**src/rtl/core/mbet_pkg.sv**
```systemverilog
package mbet_pkg;

    localparam int COORD_WIDTH_DEF = 32;
    localparam int FRAC_BITS_DEF   = 28;

    localparam int ITER_W     = 16;
    localparam int ESC_CNT_W  = 24;
    localparam int ESC_SUM_W  = 40;
    localparam int M_FIELDS_W = 3 * ITER_W + 1 + ESC_CNT_W + ESC_SUM_W + 1;
    localparam int M_DATA_W   = ((M_FIELDS_W + 7) / 8) * 8;
    localparam int M_PAD_W    = M_DATA_W - M_FIELDS_W;

    localparam logic [ITER_W-1:0] ITER_RESET = ITER_W'(1000);

    typedef struct packed {
        logic [ITER_W-1:0] count;
        logic              in_set;
    } mbet_result_t;

endpackage

```
**src/rtl/core/mbet_core.sv**
```systemverilog
module mbet_core #(
    parameter int COORD_WIDTH = mbet_pkg::COORD_WIDTH_DEF,
    parameter int FRAC_BITS   = mbet_pkg::FRAC_BITS_DEF
) (
    input  logic                               aclk,
    input  logic                               aresetn,
    input  logic                               start,
    input  logic signed [COORD_WIDTH-1:0]      c_real,
    input  logic signed [COORD_WIDTH-1:0]      c_imag,
    input  logic        [mbet_pkg::ITER_W-1:0] max_iter,
    output logic                               ready,
    output logic                               res_valid,
    input  logic                               res_ready,
    output mbet_pkg::mbet_result_t             res
);

    localparam int MAG_W  = FRAC_BITS + 2;
    localparam int PROD_W = 2 * MAG_W;
    localparam int SQ_W   = PROD_W - FRAC_BITS;
    localparam int X_W    = PROD_W - FRAC_BITS + 1;
    localparam int TERM_W = FRAC_BITS + 5;
    localparam int SUM_W  = ((COORD_WIDTH > TERM_W) ? COORD_WIDTH : TERM_W) + 1;
    localparam int Z_W    = (SUM_W > 64) ? 64 : SUM_W;
    localparam int ITER_W = mbet_pkg::ITER_W;

    localparam logic signed [SUM_W-1:0] Z_MAX = (SUM_W'(1) <<< (Z_W - 1)) - SUM_W'(1);
    localparam logic signed [SUM_W-1:0] Z_MIN = -Z_MAX - SUM_W'(1);
    localparam logic [Z_W-1:0]          MAG_LIM = Z_W'(1) << (FRAC_BITS + 1);
    localparam logic [PROD_W:0]         ESC_LIM = (PROD_W + 1)'(1) << (2 * FRAC_BITS + 2);

    typedef enum logic [2:0] {
        S_IDLE,
        S_UPDATE,
        S_SQ_RE,
        S_SQ_IM,
        S_CROSS,
        S_DONE
    } state_t;

    state_t                   state_reg, state_next;
    logic signed [COORD_WIDTH-1:0] cr_reg, cr_next, ci_reg, ci_next;
    logic signed [Z_W-1:0]    re_reg, re_next, im_reg, im_next;
    logic [PROD_W-1:0]        sq_re_reg, sq_re_next, sq_im_reg, sq_im_next;
    logic [PROD_W-1:0]        cross_reg, cross_next;
    logic [ITER_W-1:0]        iter_reg, iter_next;
    logic [ITER_W-1:0]        count_reg, count_next;
    logic                     inside_reg, inside_next;

    logic [Z_W-1:0]           mag_re, mag_im;
    logic                     big;
    logic [MAG_W-1:0]         op_a, op_b;
    logic [PROD_W-1:0]        prod;
    logic [PROD_W:0]          mag_sq;
    logic                     escape_now;

    logic signed [SUM_W-1:0]  sqr_ext, sqi_ext, x_ext, x_signed, cr_ext, ci_ext;
    logic signed [SUM_W-1:0]  re_sum, im_sum;
    logic signed [Z_W-1:0]    re_sat, im_sat;

    assign mag_re = re_reg[Z_W-1] ? Z_W'(-re_reg) : Z_W'(re_reg);
    assign mag_im = im_reg[Z_W-1] ? Z_W'(-im_reg) : Z_W'(im_reg);
    assign big    = (mag_re > MAG_LIM) || (mag_im > MAG_LIM);

    always_comb begin
        unique case (state_reg)
            S_SQ_RE: begin
                op_a = mag_re[MAG_W-1:0];
                op_b = mag_re[MAG_W-1:0];
            end
            S_SQ_IM: begin
                op_a = mag_im[MAG_W-1:0];
                op_b = mag_im[MAG_W-1:0];
            end
            default: begin
                op_a = mag_re[MAG_W-1:0];
                op_b = mag_im[MAG_W-1:0];
            end
        endcase
    end

    assign prod       = op_a * op_b;
    assign mag_sq     = {1'b0, sq_re_reg} + {1'b0, sq_im_reg};
    assign escape_now = mag_sq > ESC_LIM;

    assign sqr_ext  = {{(SUM_W - SQ_W){1'b0}}, sq_re_reg[PROD_W-1:FRAC_BITS]};
    assign sqi_ext  = {{(SUM_W - SQ_W){1'b0}}, sq_im_reg[PROD_W-1:FRAC_BITS]};
    assign x_ext    = {{(SUM_W - X_W){1'b0}}, cross_reg[PROD_W-1:FRAC_BITS-1]};
    assign x_signed = (re_reg[Z_W-1] != im_reg[Z_W-1]) ? -x_ext : x_ext;
    assign cr_ext   = {{(SUM_W - COORD_WIDTH){cr_reg[COORD_WIDTH-1]}}, cr_reg};
    assign ci_ext   = {{(SUM_W - COORD_WIDTH){ci_reg[COORD_WIDTH-1]}}, ci_reg};
    assign re_sum   = sqr_ext - sqi_ext + cr_ext;
    assign im_sum   = x_signed + ci_ext;

    assign re_sat = (re_sum > Z_MAX) ? Z_MAX[Z_W-1:0] :
                    (re_sum < Z_MIN) ? Z_MIN[Z_W-1:0] : re_sum[Z_W-1:0];
    assign im_sat = (im_sum > Z_MAX) ? Z_MAX[Z_W-1:0] :
                    (im_sum < Z_MIN) ? Z_MIN[Z_W-1:0] : im_sum[Z_W-1:0];

    always_comb begin
        state_next  = state_reg;
        cr_next     = cr_reg;
        ci_next     = ci_reg;
        re_next     = re_reg;
        im_next     = im_reg;
        sq_re_next  = sq_re_reg;
        sq_im_next  = sq_im_reg;
        cross_next  = cross_reg;
        iter_next   = iter_reg;
        count_next  = count_reg;
        inside_next = inside_reg;
        unique case (state_reg)
            S_IDLE: begin
                if (start) begin
                    cr_next    = c_real;
                    ci_next    = c_imag;
                    re_next    = '0;
                    im_next    = '0;
                    sq_re_next = '0;
                    sq_im_next = '0;
                    cross_next = '0;
                    iter_next  = '0;
                    if (max_iter == '0) begin
                        count_next  = '0;
                        inside_next = 1'b1;
                        state_next  = S_DONE;
                    end else begin
                        state_next = S_UPDATE;
                    end
                end
            end
            S_UPDATE: begin
                re_next    = re_sat;
                im_next    = im_sat;
                state_next = S_SQ_RE;
            end
            S_SQ_RE: begin
                if (big) begin
                    count_next  = iter_reg;
                    inside_next = 1'b0;
                    state_next  = S_DONE;
                end else begin
                    sq_re_next = prod;
                    state_next = S_SQ_IM;
                end
            end
            S_SQ_IM: begin
                sq_im_next = prod;
                state_next = S_CROSS;
            end
            S_CROSS: begin
                if (escape_now) begin
                    count_next  = iter_reg;
                    inside_next = 1'b0;
                    state_next  = S_DONE;
                end else if (iter_reg == max_iter - ITER_W'(1)) begin
                    count_next  = max_iter;
                    inside_next = 1'b1;
                    state_next  = S_DONE;
                end else begin
                    cross_next = prod;
                    iter_next  = iter_reg + ITER_W'(1);
                    state_next = S_UPDATE;
                end
            end
            S_DONE: begin
                if (res_ready) begin
                    state_next = S_IDLE;
                end
            end
            default: begin
                state_next = S_IDLE;
            end
        endcase
    end

    always_ff @(posedge aclk) begin
        if (!aresetn) begin
            state_reg <= S_IDLE;
        end else begin
            state_reg <= state_next;
        end
        cr_reg     <= cr_next;
        ci_reg     <= ci_next;
        re_reg     <= re_next;
        im_reg     <= im_next;
        sq_re_reg  <= sq_re_next;
        sq_im_reg  <= sq_im_next;
        cross_reg  <= cross_next;
        iter_reg   <= iter_next;
        count_reg  <= count_next;
        inside_reg <= inside_next;
    end

    assign ready      = (state_reg == S_IDLE);
    assign res_valid  = (state_reg == S_DONE);
    assign res.count  = count_reg;
    assign res.in_set = inside_reg;

endmodule

```
**src/rtl/core/mandelbrot_escape_time.sv**
```systemverilog
// Escape-time unit: one point at a time on a shared multiplier; each iteration steps through
// the z update, re squared with a bound test on |re| and |im|, im squared, and the cross
// product with the escape compare. A new point is accepted only after the previous result
// has transferred and the core is back in idle; no new point is taken while one is in flight.
// Reset (aresetn low, synchronous): idle, no result, max_iterations 1000, frame stats cleared.
module mandelbrot_escape_time #(
    parameter int COORD_WIDTH = mbet_pkg::COORD_WIDTH_DEF,
    parameter int FRAC_BITS   = mbet_pkg::FRAC_BITS_DEF
) (
    input  logic                                  aclk,
    input  logic                                  aresetn,

    input  logic                                  s_tvalid,
    output logic                                  s_tready,
    // c_real, c_imag
    input  logic [((2*COORD_WIDTH+7)/8)*8-1:0]    s_tdata,
    // frame_start
    input  logic                                  s_tuser,

    output logic                                  m_tvalid,
    input  logic                                  m_tready,
    // escape_count, in_set, min_escape, max_escape, escaped_points, escape_sum, none_escaped
    output logic [mbet_pkg::M_DATA_W-1:0]         m_tdata,

    input  logic                                  cfg_valid,
    output logic                                  cfg_ready,
    input  logic [mbet_pkg::ITER_W-1:0]           cfg_data
);

    localparam int ITER_W = mbet_pkg::ITER_W;
    localparam int CNT_W  = mbet_pkg::ESC_CNT_W;
    localparam int SUM_W  = mbet_pkg::ESC_SUM_W;

    logic [ITER_W-1:0]            max_iter_reg;
    logic [ITER_W-1:0]            fmin_reg, fmin_next;
    logic [ITER_W-1:0]            fmax_reg, fmax_next;
    logic [CNT_W-1:0]             fcnt_reg, fcnt_next;
    logic [SUM_W-1:0]             fsum_reg, fsum_next;
    logic                         fnone_reg, fnone_next;
    logic                         m_valid_reg;
    logic [mbet_pkg::M_DATA_W-1:0] m_data_reg;

    logic                         s_xfer;
    logic                         core_ready;
    logic                         res_valid, res_ready, res_xfer;
    mbet_pkg::mbet_result_t       res;
    logic [SUM_W:0]               sum_wide;

    assign s_tready  = core_ready;
    assign s_xfer    = s_tvalid && core_ready;
    assign cfg_ready = 1'b1;
    assign res_ready = !m_valid_reg || m_tready;
    assign res_xfer  = res_valid && res_ready;

    mbet_core #(
        .COORD_WIDTH (COORD_WIDTH),
        .FRAC_BITS   (FRAC_BITS)
    ) u_core (
        .aclk      (aclk),
        .aresetn   (aresetn),
        .start     (s_xfer),
        .c_real    (s_tdata[COORD_WIDTH-1:0]),
        .c_imag    (s_tdata[2*COORD_WIDTH-1:COORD_WIDTH]),
        .max_iter  (max_iter_reg),
        .ready     (core_ready),
        .res_valid (res_valid),
        .res_ready (res_ready),
        .res       (res)
    );

    assign sum_wide = {1'b0, fsum_reg} + (SUM_W + 1)'(res.count);

    always_comb begin
        fmin_next  = fmin_reg;
        fmax_next  = fmax_reg;
        fcnt_next  = fcnt_reg;
        fsum_next  = fsum_reg;
        fnone_next = fnone_reg;
        if (s_xfer && s_tuser) begin
            fmin_next  = max_iter_reg;
            fmax_next  = '0;
            fcnt_next  = '0;
            fsum_next  = '0;
            fnone_next = 1'b1;
        end else if (res_xfer && !res.in_set) begin
            if (res.count < fmin_reg) begin
                fmin_next = res.count;
            end
            if (res.count > fmax_reg) begin
                fmax_next = res.count;
            end
            if (fcnt_reg != '1) begin
                fcnt_next = fcnt_reg + CNT_W'(1);
            end
            fsum_next  = sum_wide[SUM_W] ? '1 : sum_wide[SUM_W-1:0];
            fnone_next = 1'b0;
        end
    end

    always_ff @(posedge aclk) begin
        if (!aresetn) begin
            max_iter_reg <= mbet_pkg::ITER_RESET;
            fmin_reg     <= mbet_pkg::ITER_RESET;
            fmax_reg     <= '0;
            fcnt_reg     <= '0;
            fsum_reg     <= '0;
            fnone_reg    <= 1'b1;
            m_valid_reg  <= 1'b0;
        end else begin
            if (cfg_valid) begin
                max_iter_reg <= cfg_data;
            end
            fmin_reg  <= fmin_next;
            fmax_reg  <= fmax_next;
            fcnt_reg  <= fcnt_next;
            fsum_reg  <= fsum_next;
            fnone_reg <= fnone_next;
            if (res_xfer) begin
                m_valid_reg <= 1'b1;
            end else if (m_tready) begin
                m_valid_reg <= 1'b0;
            end
        end
        if (res_xfer) begin
            m_data_reg <= {{mbet_pkg::M_PAD_W{1'b0}}, fnone_next, fsum_next, fcnt_next,
                           fmax_next, fmin_next, res.in_set, res.count};
        end
    end

    assign m_tvalid = m_valid_reg;
    assign m_tdata  = m_data_reg;

endmodule
```
**config.mk**
```make
export PLATFORM = sky130hd
export DESIGN_NAME = mandelbrot_escape_time
export DESIGN_NICKNAME = d
export VERILOG_FILES = /design/src/rtl/core/mbet_pkg.sv /design/src/rtl/core/mbet_core.sv /design/src/rtl/core/mandelbrot_escape_time.sv
export SDC_FILE = /design/constraint.sdc
export NUM_CORES = 2
export LEC_CHECK = 0
export BUFFER_PORTS_ARGS = -buffer_cell sky130_fd_sc_hd__buf_2
export CAP_MARGIN = 20
export CORE_MARGIN = 2
export CORE_UTILIZATION = 56
export CTS_CLUSTER_SIZE = 30
export DETAILED_ROUTE_END_ITERATION = 8
export GPL_TIMING_DRIVEN = 0
export PLACE_DENSITY = 0.81
export SLEW_MARGIN = 20
export SYNTH_ARGS = -nofsm -noshare
export SYNTH_HDL_FRONTEND = slang
export SYNTH_SLANG_ARGS = --single-unit
```
**constraint.sdc**
```tcl
create_clock -name aclk -period 9.9 [get_ports aclk]
set_input_delay 1.98 -clock aclk [delete_from_list [all_inputs] [get_ports aclk]]
set_output_delay 1.98 -clock aclk [all_outputs]
set_load 0.05 [all_outputs]
```
==> results_dict.tcl <==
set metrics [dict create \
    status "finished, violations left" \
    violations "design-rule violations, negative setup slack" \
    grt_max_degree 61 \
    first_global_vias 54600 \
    clk_pin_slew_ns 0.08 \
    report.final.slew_viol_count 0 \
    cts_sinks 549 \
    cts_hold_buf 0 \
    fin_util_pct 65.0 \
    viasPerCell 6.21 \
    vias 55700 \
    min-delay-path-class "reg -> reg" \
    drtIter0Drc 6612 \
    seq_area_frac_synth_pct 24.3 \
    initial_core_util_pct 56.3 \
    critPathSlowestCell "fa_1" \
    crit_top_cell "fa_1" \
    synth-main-ff-cell "edfxtp_1" \
    drc 29 \
    tightestPinTransition_ns 1.13 \
    final_cell_mix "inv_1, nor2_1, fa_1" \
    rows 123 \
    yosys.area_share.simple_pct 16.4 \
    path_max_fanout 6 \
    wirelength_mm 230 \
    wl_per_cell_um 25.6 \
    rsz0062_at_grt "yes" \
    drtAntennaViolNets 0 \
    synthAdderAreaFrac_pct 34.1 \
    cts_max_level 2 \
    synth_area_mm2 0.0631 \
    largest_reg_flops 114 \
    synth_compound_area_share_pct 11.3 \
    synth.avg_cell_area_um2 9.08 \
    critPathLaunchType "flip-flop" \
    synthDistinctLibCells 110 \
    synth_mux_area_share_pct 1.29 \
    overflow 0 \
    first_pass_iters 9 \
    timing.final.crit_share_pct 107 \
    synth_top_family_by_area "adder cells" \
    grt_util_all_layers_pct 38.6 \
    worst_setup_path_end_kind "flip-flop" \
    port-buffer-count 199 \
    die_h_um 340 \
    fmax_mhz 94.5 \
    synth.top_cell.area_share_pct 24.9 \
    ys_ff_latch 549 \
    synth.area.top_cells "fa_1, edfxtp_1, ha_1" \
    place_congestion 1.07 \
    ys.warnings.count 0 \
    antenna_found_initial 11 \
    setup_viol 84 \
    hpwl_mm 176 \
    synth_edf_count 432 \
    hold_violations 0 \
    min_period_ns 10.59 \
    synth_xor_xnor_area_share_pct 4.35 \
    fin_nets 8746 \
    cts_root_buf "clkbuf_16" \
    clkLatencyLatePin_ns 0.68 \
    netlist_instances 6950 \
    io_pins 209 \
    crit_arrival_ns 10.95 \
    final_common_cell "inv_1" \
    core_area_mm2 0.112 \
    yosysTopAreaCell "fa_1" \
    relSlewSlack_pct 22.8 \
    grt_pass1_wl_mm 334 \
    ys_async_sr_fraction_pct 0 \
    cts_buffer_depth 3 \
    cts_buffers 56 \
    slowest_delay_ns 0.59 \
    cts_tree "built" \
    critical_path_class "reg -> reg" \
    final_layout_size_suffix_gt1_share_pct 14.8 \
    worst_slack_ns -0.686 \
    dieArea_mm2 0.115 \
    syn2layout_area_growth_pct 15.5 \
    cp.required_ns 10.26 \
    cap_violations 0 \
    die_width_um 340 \
    fin_worst_skew_ns 0.0541 \
]
final cells by class:
type                            instances  area, um^2
Inverter                             1029        3860
Antenna cell                            7        17.5
Tap cell                             1500        1880
Fill cell                            8786       39300
Clock inverter                         42         477
Buffer                                300        2060
Multi-Input combinational cell       5050       44800
Sequential cell                       549       15300
Clock buffer                           64        1440
Timing Repair Buffer                  427        3040
final timing paths:
path                                         from                   end  slack (ns)  depth (start not counted)
worst max register to register  u_core.re_reg[18]  u_core.sq_im_reg[59]       -0.69                         37
worst min register to register          fnone_reg             fnone_reg        0.48                          2
worst max-delay path            u_core.re_reg[18]  u_core.sq_im_reg[59]       -0.69                         37
worst min-delay path                    fnone_reg             fnone_reg        0.48                          2
metal layers:
metal | vias up | share of wire [%] | global-route usage (%)
met3 | 1133 | 14 | 12.5
met2 | 3778 | 42 | 57.2
met5 | - | 0.13 | 0.572
met1 | 27100 | 36 | 49.3
met4 | 14 | 8.2 | 23.0
li1 | 23700 | - | -
repair_timing:
item                                    CTS  global route
endpoints found under the setup margin  120           105
cloned                                    0             2
buffers inserted                        105           101
gates resized for setup                 494           295
pin swaps                                79            76
cells in the mapped netlist, types with 45 or more instances:
cell      number
a21o_1       102
a21oi_1      292
and2_1        62
and3_1        45
clkbuf_1     264
dfxtp_1      117
edfxtp_1     432
fa_1         785
ha_1         462
inv_1       1025
mux2i_1       78
nand2_1      702
nand2b_1      55
nand3_1       93
nand4_1       53
nor2_1       989
nor3_1       109
o21a_1        86
o21ai_0      178
o31ai_1       49
xnor2_1      172
xor2_1       138
stage by stage:
stage	setup slack, ns	hold slack, ns	instances	cell area [um^2]	TNS (ns)
finish	-0.686	0.475	8968	72900	-24.91
global route	-0.870	0.498	8962	72900	-38.12
CTS	-0.335	0.476	8867	71100	-7.01
detailed placement	-2.70	0.459	8677	66500	-179.78
global placement	-2.73	0.446	8654	66000	-301.79
floorplan	0.0297	0.435	6955	63200	0
kinds of logic (layout without fill, tap and decap cells):
| group | after synthesis | count (layout) |
|---|---|---|
| AO/OA/AOI/OAI | 1068 | 1068 |
| XOR/XNOR | 312 | 312 |
| adder cells (fa/ha/maj) | 1247 | 1247 |
| buffers and inverters | 1356 | 1862 |
| flip-flops | 549 | 549 |
| multiplexers | 81 | 81 |
| other | 2 | 14 |
| AND/OR/NAND/NOR | 2335 | 2335 |
worst max-delay path: cells and delay by family (launching register included):
| kind | cells | cell delay, ns |
|---|---|---|
| compound gates | 9 | 1.53 |
| xor+xnor | 2 | 0.31 |
| fa+ha+maj | 9 | 4.32 |
| buf+inv | 7 | 0.95 |
| flops | 1 | 0.46 |
| simple gates | 10 | 2.69 |
Power is left out: the tool's default activity adds up to more than one toggle a clock period on the data nets, which glitch-free logic cannot reach.
